<file path="src/design/scs_pkg.sv">
// Package for the sorted code set: sizes, operation and status codes,
// the token that walks the cell chain, and the result beat layout.
// No dependencies.
package scs_pkg;

    localparam int CAPACITY  = 16;
    localparam int KEY_BYTES = 6;

    localparam int KEY_W   = 48;
    localparam int IDX_W   = 4;
    localparam int POS_W   = 4;
    localparam int STAT_W  = 3;
    localparam int OP_W    = 3;
    localparam int COUNT_W = 5;
    localparam int CNT_W   = $clog2(CAPACITY + 1);

    localparam logic [KEY_W-1:0] KEY_MASK = (KEY_BYTES >= 6) ? {KEY_W{1'b1}} :
        KEY_W'((64'd1 << (8 * KEY_BYTES)) - 64'd1);

    localparam logic [OP_W-1:0] OP_FIND   = 3'd0;
    localparam logic [OP_W-1:0] OP_INSERT = 3'd1;
    localparam logic [OP_W-1:0] OP_DELETE = 3'd2;
    localparam logic [OP_W-1:0] OP_CLEAR  = 3'd3;
    localparam logic [OP_W-1:0] OP_READ   = 3'd4;

    localparam logic [STAT_W-1:0] ST_OK        = 3'd0;
    localparam logic [STAT_W-1:0] ST_PRESENT   = 3'd1;
    localparam logic [STAT_W-1:0] ST_FULL      = 3'd2;
    localparam logic [STAT_W-1:0] ST_NOT_FOUND = 3'd3;
    localparam logic [STAT_W-1:0] ST_RANGE     = 3'd4;

    typedef struct packed {
        logic             valid;
        logic [OP_W-1:0]  op;
        logic [KEY_W-1:0] carry;
        logic [IDX_W-1:0] idx;
        logic [CNT_W-1:0] cur;
        logic             hit;
        logic             placed;
        logic [CNT_W-1:0] pos;
    } token_t;

    typedef struct packed {
        logic [COUNT_W-1:0] count;
        logic [KEY_W-1:0]   entry;
        logic [POS_W-1:0]   position;
        logic [STAT_W-1:0]  status;
    } result_t;

endpackage

</file>
<file path="src/design/scs_cell.sv">
// One cell of the sorted code set: holds one entry and acts on the token
// passing by, then hands the token to the next cell.
// Depends on scs_pkg.
module scs_cell (
    input  logic                      aclk,
    input  logic                      aresetn,
    input  scs_pkg::token_t           tok_i,
    input  logic [scs_pkg::CNT_W-1:0] count_i,
    input  logic [scs_pkg::KEY_W-1:0] right_entry_i,
    output scs_pkg::token_t           tok_o,
    output logic [scs_pkg::KEY_W-1:0] entry_o
);

    scs_pkg::token_t           tok_reg;
    scs_pkg::token_t           tok_next;
    logic [scs_pkg::KEY_W-1:0] entry_reg;
    logic [scs_pkg::KEY_W-1:0] entry_next;
    logic                      in_range;
    logic                      full;

    assign in_range = tok_i.cur < count_i;
    assign full     = count_i == scs_pkg::CNT_W'(scs_pkg::CAPACITY);

    always_comb begin
        tok_next   = tok_i;
        entry_next = entry_reg;
        if (tok_i.valid) begin
            case (tok_i.op)
                scs_pkg::OP_FIND: begin
                    if (in_range && !tok_i.hit && entry_reg == tok_i.carry) begin
                        tok_next.hit = 1'b1;
                        tok_next.pos = tok_i.cur;
                    end
                end
                scs_pkg::OP_INSERT: begin
                    if (in_range) begin
                        if (!tok_i.hit && !tok_i.placed && entry_reg == tok_i.carry) begin
                            tok_next.hit = 1'b1;
                            tok_next.pos = tok_i.cur;
                        end else if (!tok_i.hit && !full && tok_i.carry < entry_reg) begin
                            entry_next     = tok_i.carry;
                            tok_next.carry = entry_reg;
                            if (!tok_i.placed) begin
                                tok_next.placed = 1'b1;
                                tok_next.pos    = tok_i.cur;
                            end
                        end
                    end else if (tok_i.cur == count_i && !tok_i.hit && !full) begin
                        entry_next = tok_i.carry;
                        if (!tok_i.placed) begin
                            tok_next.placed = 1'b1;
                            tok_next.pos    = tok_i.cur;
                        end
                    end
                end
                scs_pkg::OP_DELETE: begin
                    if (in_range) begin
                        if (!tok_i.hit && entry_reg == tok_i.carry) begin
                            tok_next.hit = 1'b1;
                            tok_next.pos = tok_i.cur;
                        end
                        if (tok_next.hit) begin
                            entry_next = right_entry_i;
                        end
                    end
                end
                scs_pkg::OP_READ: begin
                    if (in_range && (scs_pkg::CNT_W + scs_pkg::IDX_W)'(tok_i.idx) ==
                        (scs_pkg::CNT_W + scs_pkg::IDX_W)'(tok_i.cur)) begin
                        tok_next.carry = entry_reg;
                    end
                end
                default: begin
                end
            endcase
            tok_next.cur = tok_i.cur + 1'b1;
        end
    end

    always_ff @(posedge aclk) begin
        if (!aresetn) begin
            tok_reg <= '0;
        end else begin
            tok_reg <= tok_next;
        end
    end

    always_ff @(posedge aclk) begin
        entry_reg <= entry_next;
    end

    assign tok_o   = tok_reg;
    assign entry_o = entry_reg;

endmodule

</file>
<file path="config.mk">
export PLATFORM = sky130hd
export DESIGN_NAME = scs_cell
export DESIGN_NICKNAME = d
export VERILOG_FILES = /design/src/design/scs_pkg.sv /design/src/design/scs_cell.sv
export SDC_FILE = /design/constraint.sdc
export NUM_CORES = 1
export LEC_CHECK = 0
export BUFFER_PORTS_ARGS = -buffer_cell sky130_fd_sc_hd__buf_2
export CAP_MARGIN = 30
export CORE_MARGIN = 2
export CORE_UTILIZATION = 54
export DETAILED_ROUTE_END_ITERATION = 8
export PLACE_DENSITY_LB_ADDON = 0.12
export SKIP_LAST_GASP = 1
export SLEW_MARGIN = 20
export SYNTH_ARGS = -nofsm -noshare
export SYNTH_HDL_FRONTEND = slang
export SYNTH_SLANG_ARGS = --single-unit
</file>
<file path="constraint.sdc">
create_clock -name aclk -period 8.9 [get_ports aclk]
set_input_delay 0.89 -clock aclk [delete_from_list [all_inputs] [get_ports aclk]]
set_output_delay 0.89 -clock aclk [all_outputs]
set_load 0.02 [all_outputs]
</file>
### Word level (Yosys, flattened, before mapping)

Index checks and enable logic that the tools add are counted.

| storage, ports and cells | value |
|---|---|
| bits in read-only memories | 0 |
| memories kept | 0 |
| word-level logic and storage cells | 74 |
| register bits | 116 |
| RAM bits | 0 |
| latch bits | 0 |
| input bits | 123 |

| operators by class | value |
|---|---|
| reductions and logical operators | 16 |
| multiplexer cells | 34 |
| shift-type cells | 0 |
| bitwise logic cells | 0 |
| div/mod/pow operators | 0 |
| order comparisons | 2 |
| multipliers | 0 |
| add/subtract/negate cells | 1 |
| equality and inequality tests | 12 |

Operators by type and width:

| kind | number |
|---|---|
| 2-to-1 mux 48 bit | 11 |
| one-hot mux 48 bit (2 select lines) | 2 |
| == test 48 bit | 1 |
| < comparator 48 bit | 1 |
| 2-to-1 mux 5 bit | 5 |
| 2-to-1 mux 6 bit | 3 |
| one-hot mux 5 bit (3 select lines) | 1 |
| 2-to-1 mux 12 bit | 1 |
| logical AND 1 bit | 10 |
| 2-to-1 mux 1 bit | 10 |
| inequality test 3 bit, second input constant | 3 |
| AND reduction 7 bit | 1 |
| adder 5 x 1 -> 5 bit, second input constant | 1 |
| == test 4 x 5 -> 1 bit | 1 |
| == test 5 bit | 1 |
| == test 5 bit, second input constant | 1 |
| < comparator 5 bit | 1 |
| inequality test 2 bit, second input constant | 2 |
| == test 3 x 1 -> 1 bit, second input constant | 1 |
| == test 3 x 2 -> 1 bit, second input constant | 1 |
| == test 3 bit, second input constant | 1 |
| logical NOT 1 bit | 3 |
| logical NOT 3 bit | 1 |
| one-hot mux 1 bit (3 select lines) | 1 |
| nonzero test 2 bit | 1 |

### Logic depth before layout (Yosys ltp)

Gate-level depths: netlist of the first run.

| depth | value |
|---|---|
| depth after elaboration | 9 |
| gate-level depth with buffers | 12 |
| mapped depth without buffers | 9 |

### Least setup slack after synthesis of the first run

Ideal clock, no wire load.

| timing path | value |
|---|---|
| kind | in2reg |
| start point | in tok_i[46] (netlist bit) |
| end point | reg entry_reg, in the netlist entry_o[0] (enable) |
| arrival time | 5869 ps |
| stages on the path | 8 |
| slack | 2511 ps |
| path buffers | 0 |
| setup time | 520 ps |
| cell sequence | ha_1 nand4_1 nor3_1 a221o_1 nor3_1 o22a_2 a21oi_1 o21ai_0 |

| between the ends | value |
|---|---|
| cells in the longest elaborated chain, start to end | 8 |

RTL lines:

| element | RTL line | source |
|---|---|---|
| from (decl) | scs_cell.sv:7 | `input scs_pkg::token_t tok_i,` |
| parallel branches: the longest is 7 deep, another holds < comparator 48 bit | n/a |  |
| AND reduction 7 bit (no source line) (*) | n/a |  |
| to (signal assigned) | scs_cell.sv:89 | `entry_reg <= entry_next;` |
| to (decl) | scs_cell.sv:16 | `logic [scs_pkg::KEY_W-1:0] entry_reg;` |

Mark *: on every way between the ends. The select of a mux whose other input is x is not followed.
A chain may end at the register's enable or synchronous reset.

### Final worst setup path of the first run

| timing path | value |
|---|---|
| start point | in tok_i[35] (netlist bit) |
| end point | reg entry_reg, in the netlist entry_o[41] (enable) |

The elaborated chain is that of the path after synthesis.

==> metrics, run 1 <==
Setup Viol. Count Final=0; initial DRC count=about 330; Synth Area in Compound Gates=a little under a tenth; post-DR wirelength/cell=about 17 µm; Inserted Diodes=0; XOR/XNOR Fraction of Synth Area=~1.1%; hold_sp=entry_o[23]; largest net degree at the start of global routing=about 110; synthesized instance count=648; Worst Setup SP=tok_i[35]; Leak Pwr=just under 4 nW; post-synthesis sequential area ratio=42.8%; Max rail drop VDD=0.131 mV; total negative slack=0 ps; total core area=around 12000 µm²; multi-input logic area=approximately 3400 µm²; Worst Setup End Kind=register; P per Cell Area=approximately 170 nW/µm²; port bufs=around 240; H-tree Lvls=4; RSZ-0062 raised after global routing=false; WP data required=approximately 8900 ps; Synth top area share=between 20% and 30%; Rows=40; setup bufs post-CTS=0; FF/Latch Area=2800 µm²; Area after DPL=7820 µm²; Layout area overhead=28.1%; placed cells=~1000; I/O Pins=239; Comb pwr share=~14%; Setup Skew=approximately 6.5 ps; Area contributors post-synth=edfxtp_1, dfxtp_1, ha_1; #FFs+latches synth=roughly 120; Final period util=42.5%; main combinational cell family by area after synthesis=multiplexers; HP Class=reg2reg; # DRC=0; root buf cell=clkbuf_16; Final Cell Area=8390 µm²; number of synthesized flops with an enable pin=between 40 and 50; DR vias=between 5000 and 6000; Worst setup SP type=input port; Int Pwr=1.07 mW; syn avg cell area=10.1 µm²; most common cell in the netlist=nand2_1; Worst Path Buf+Inv=2; TritonCTS clock tree=built; DIE WIDTH=around 110 µm; DR pass1 iterations=5; hold-fix buffers at CTS=0; Synthesized Nets=between 800 and 900; CTS sink cnt=around 120; dominant synthesized flop cell=dfxtp_1; adder-cell share of the synthesized area=between 10% and 20%; later-pin clock latency in the skew report=approximately 410 ps; fraction of registers with async set/reset=0%; Synth cell types=53; Via-to-Cell Ratio=5.51; full die area=~13000 µm²; clock share of power=44.5%; GR Util All Layers=roughly a quarter; critical path type=in2reg; Slew Viols, Final=0; switch share=about a quarter; Post-DP HPWL=~13000 µm; Flop pwr share=41.0%; final std cells w/o fill=approximately 1000; critical path arrival=roughly 3800 ps; RePlAce Congestion=slightly below 0.9; outcome=complete, no violations; Final Hold Viols=0; clock buffer depth=2; Syn Std Cell Area=between 6000 and 7000 µm²; antenna violations before repair=0; global route total overflow=0; achievable clock frequency=0.264 GHz; Antenna Nets Post-Route=0; most frequent CP cell=a21oi_1; Resized Gates After CTS=0; Total Wirelength=~17000 µm; share of layout cells above drive strength 1=a little under two fifths; Slew @ Worst Pin=about 960 ps; Top delay family on crit path=compound AO/OA/AOI/OAI gates; area leader, netlist=edfxtp_1; Layout Nets=1053; synthesis warning total=0; post-synthesis mux area share=roughly 16%; crit-path max FO=between 40 and 50; CP cell instances=buf_2, ha_1, a21oi_1, o21ai_1, a221o_1, nor3_1, o22a_2, a21oi_1, o21ai_4, buf_4; fillers=927; R2R setup slack=~5300 ps; number of max-cap violations=0; vias in the first global route=around 5500; Slew HR=about 36%; Initial Util=55.0%; worst reg2reg startpoint=entry_o[19]; P_sw=roughly 350 µW; CTS clk-pin slew, worst paths=50 ps; Die Ht=roughly 110 µm; Tmin final=between 3000 and 4000 ps; slowest library cell on the worst path=nor3_1; CP max stage delay=660 ps; Simple-Gate Fraction of Synth Area=between 10% and 20%; total CTS buffers=17; global-route wire length before repair=~27000 µm; Post-synth top cells=nand2_1, dfxtp_1, inv_1
final cells by class:
type,count,area share (%)
inverter,57,2.55
clock buffer,26,5.95
multi-input combinational,442,40.5
clock inverter,5,0.596
sequential,116,33.4
tap,147,2.19
timing repair buffer,242,14.8
layer usage:
metal / up-vias / GRT usage (%) / wire (µm)
met5: - / 0 / 0
met4: 0 / 12.7 / 546
met3: 43 / 7.20 / 1240
met2: 220 / 44.8 / 8550
met1: 2671 / 31.0 / 6890
li1: 2770 / - / -
worst min-delay path, stage by stage (launching register included):
cell and delay [ps]:
edfxtp_1 360, nand2_1 60, mux2i_1 120
state kept, by name, indices dropped and copies added (netlist names):
name,flops
entry_o,48
tok_o,68
path summary, 6_finish.rpt:
check	to	cells past startpoint
hold reg to reg	tok_o[39]	2
setup reg to reg	entry_o[41]	10
setup / recovery	entry_o[41]	10
hold / removal	tok_o[39]	2
placed cells by master (no fill, tap or decap), types with 7 or more instances in the layout:
cell type  netlist  final
xor2_1           7      7
nor3_1           9      9
ha_1            54     54
mux2_2          47     47
inv_1           57     57
mux2i_1         54     54
nand4_1         14     14
a21oi_1         31     31
nand3_1         16     16
and2_1          10     10
nand2_1        110    110
o21ai_0          8      7
clkbuf_16        0     17
buf_2            1    237
dfxtp_1         68     68
edfxtp_1        48     48
o221ai_1        10     10
nor2_1           9      9
cell families (layout without fill, tap and decap cells):
group,Yosys count,count (layout)
compound gates,86,86
xor+xnor,8,8
fa+ha+maj,54,54
buf+inv,90,330
flops,116,116
mux,101,101
simple gates,193,193
power by group through the flow:
stage | Sequential [mW] | Clock [mW] | Combinational [mW]
floorplan | 0.622 | 0 | 0.0953
global placement | 0.595 | 0 | 0.198
detailed placement | 0.595 | 0 | 0.204
CTS | 0.585 | 0.645 | 0.206
global route | 0.586 | 0.667 | 0.227
finish | 0.585 | 0.635 | 0.207
through the flow:
| stage | total power, mW | utilization, % | hold slack [ps] | setup slack (ps) |
|---|---|---|---|---|
| after floorplan | 0.718 | - | 676 | 2510 |
| after global placement | 0.793 | 65.6 | 549 | 4840 |
| after detailed placement | 0.799 | 65.6 | 560 | 4720 |
| after CTS | 1.44 | 70.2 | 585 | 5150 |
| after global routing | 1.48 | 70.5 | 603 | 4990 |
| final | 1.43 | 70.5 | 577 | 5120 |
Power figures use the tool's default switching activity.
==> run 2: changes to the inputs <==
--- a/config.mk
+++ b/config.mk
@@ -8,7 +8,7 @@
 export BUFFER_PORTS_ARGS = -buffer_cell sky130_fd_sc_hd__buf_2
 export CAP_MARGIN = 30
 export CORE_MARGIN = 2
-export CORE_UTILIZATION = 54
+export CORE_UTILIZATION = 50
 export DETAILED_ROUTE_END_ITERATION = 8
 export PLACE_DENSITY_LB_ADDON = 0.12
 export SKIP_LAST_GASP = 1
==> constraint.sdc (replaced) <==
create_clock -name aclk -period 3.6 [get_ports aclk]
set_input_delay 0.36 -clock aclk [delete_from_list [all_inputs] [get_ports aclk]]
set_output_delay 0.36 -clock aclk [all_outputs]
set_load 0.02 [all_outputs]
==> metrics, run 2 (same netlist as run 1, synthesis figures left out) <==
commonest cells after routing, fill and taps aside=buf_2, nand2_1, dfxtp_1, inv_1; Final period util=around 87%; Total Wirelength=17400 µm (+1.3%); Int Pwr=2.60 mW (+140%); worst setup margin=468 ps (-4650 ps); Via-to-Cell Ratio=5.38 (-2.3%); Max rail drop VDD=0.264 mV (+100%); outcome=complete, no violations; I/O Pins=239 (unchanged); Die Ht=118 µm (+3.8%); multi-input logic area=3400 µm² (unchanged); Worst setup SP type=register; P per Cell Area=412 nW/µm² (+140%); clock buffer depth=2 (unchanged); DIE WIDTH=118 µm (+3.8%); final hold slack=180 ps (-397 ps); switch share=25.4% (+0.56 points); CTS sink cnt=116 (unchanged); vias in the first global route=5793 (+4.9%); placed cells=1035 (+3.2%); CP max stage delay=530 ps (-130 ps); Tmin final=3130 ps; Worst Setup End Kind=register; Slew Viols, Final=0 (unchanged); share of layout cells above drive strength 1=37.4% (+0.27 points); achievable clock frequency=around 0.32 GHz; pre-CTS WS=391 ps (-4330 ps); Slew @ Worst Pin=868 ps (-90.2 ps); final std cells w/o fill=1068 (+3.2%); Leak Pwr=3.87 nW (+0.49%); final core utilization=66.3% (-4.1 points); GR Util All Layers=24.9% (-1.5 points); largest net degree at the start of global routing=73 (-35%); number of max-cap violations=0 (unchanged); total negative slack=0 ps (unchanged); most common cell after layout, fill and taps aside=buf_2; max reg flops=68 (unchanged); full die area=14000 µm² (+7.7%); root buf cell=clkbuf_16; RePlAce Congestion=0.970 (+9.7%); Final Hold Viols=0 (unchanged); hold-fix buffers at CTS=0 (unchanged); total core area=12700 µm² (+6.8%); total CTS buffers=17 (unchanged); Comb pwr share=14.7% (+0.2 points); RSZ-0062 raised after global routing=false; slowest library cell on the worst path=nor4_2; post-DR wirelength/cell=16.3 µm (-1.8%); Layout Nets=1059 (+0.57%); Rows=41 (+2.5%); WP data required=3660 ps (-5280 ps); later-pin clock latency in the skew report=420 ps (about the same); initial DRC count=269 (-19%); port bufs=238 (unchanged); fillers=1063 (+15%); setup bufs post-CTS=0 (unchanged); CP cell instances=inv_1, ha_1, nand4_1, nor3_2, a21boi_1, nor4_2, o22a_2, a21oi_1, o21ai_4, buf_4; Slew HR=41.7% (+5.6 points); Antenna Nets Post-Route=0 (unchanged); clock share of power=43.8% (-0.7 points); CTS clk-pin slew, worst paths=50 ps (about the same); TritonCTS clock tree=built; critical path arrival=3200 ps (-620 ps); DR pass1 iterations=5 (unchanged); HP Class=in2reg; Resized Gates After CTS=0 (unchanged); Setup Skew=10.7 ps (+4.12 ps); Setup Viol. Count Final=0 (unchanged); global-route wire length before repair=27900 µm (+4.0%); DR vias=5748 (+0.77%); Top delay family on crit path=compound AO/OA/AOI/OAI gates; Worst Path Buf+Inv=2 (unchanged); Post-DP HPWL=13300 µm (+6.1%); Flop pwr share=41.5% (+0.5 points); # DRC=0 (unchanged); Layout area overhead=28.8%; P_sw=882 µW (+150%); crit-path max FO=32 (-33%); FF/Latch Area=2800 µm² (unchanged); Initial Util=51.5% (-3.5 points); critical path type=reg2reg; H-tree Lvls=4 (unchanged); antenna violations before repair=1 (+1); global route total overflow=0 (unchanged)
-- run 2: cell types whose count changed in the layout (fill, tap and decap cells not counted) --
cell	delta
buf_4	+6
clkbuf_1	+2
buf_16	-1
clkbuf_8	-3
clkinv_2	+3
clkinvlp_4	-1
buf_12	+1
diode_2	+1
-- run 2: path summary, 6_finish.rpt --
path	startpoint	to	slack [ps]	cells past startpoint
setup / recovery	entry_o[15]	entry_o[21]	470	10
hold / removal	tok_i[14]	tok_o[14]	180	2
setup reg to reg	entry_o[15]	entry_o[21]	470	10
hold reg to reg	entry_o[45]	tok_o[61]	570	2
-- run 2: per-layer routing --
metal / up-vias / global-route usage [%] / part of all wire (%)
li1: 2789 / - / -
met1: 2677 / 28.7 / 40
met2: 244 / 42.4 / 48
met3: 38 / 7.63 / 8.6
met4: 0 / 11.5 / 3.1
met5: - / 0 / 0
-- run 2: power groups by stage --
stage | clock network (mW) | registers, mW | logic [mW]
finish | 1.52 | 1.44 | 0.511
global route | 1.60 | 1.45 | 0.560
CTS | 1.54 | 1.44 | 0.512
detailed placement | 0 | 1.47 | 0.508
global placement | 0 | 1.47 | 0.495
floorplan | 0 | 1.54 | 0.237
-- run 2: final cells by class --
class | count | area share [%]
antenna | 1 | 0.0297
clock buffer | 25 | 5.52
clock inverter | 7 | 0.682
inverter | 57 | 2.54
multi-input combinational | 442 | 40.3
sequential | 116 | 33.2
tap | 172 | 2.55
timing repair buffer | 248 | 15.2
-- run 2: through the flow --
stage,total power [mW],area [µm²]
6_report,3.48,8440
4_1_cts,3.50,8440
3_3_place_gp,1.96,7910
2_1_floorplan,1.77,6560
5_1_grt,3.61,8440
3_5_place_dp,1.98,7910
-- run 2: worst reg2reg max path, stage by stage, from the launching register on --
cell	delay [ps]
edfxtp_1	410
inv_1	80
ha_1	240
nand4_1	170
nor3_2	110
a21boi_1	150
nor4_2	530
o22a_2	350
a21oi_1	150
o21ai_4	170
buf_4	390
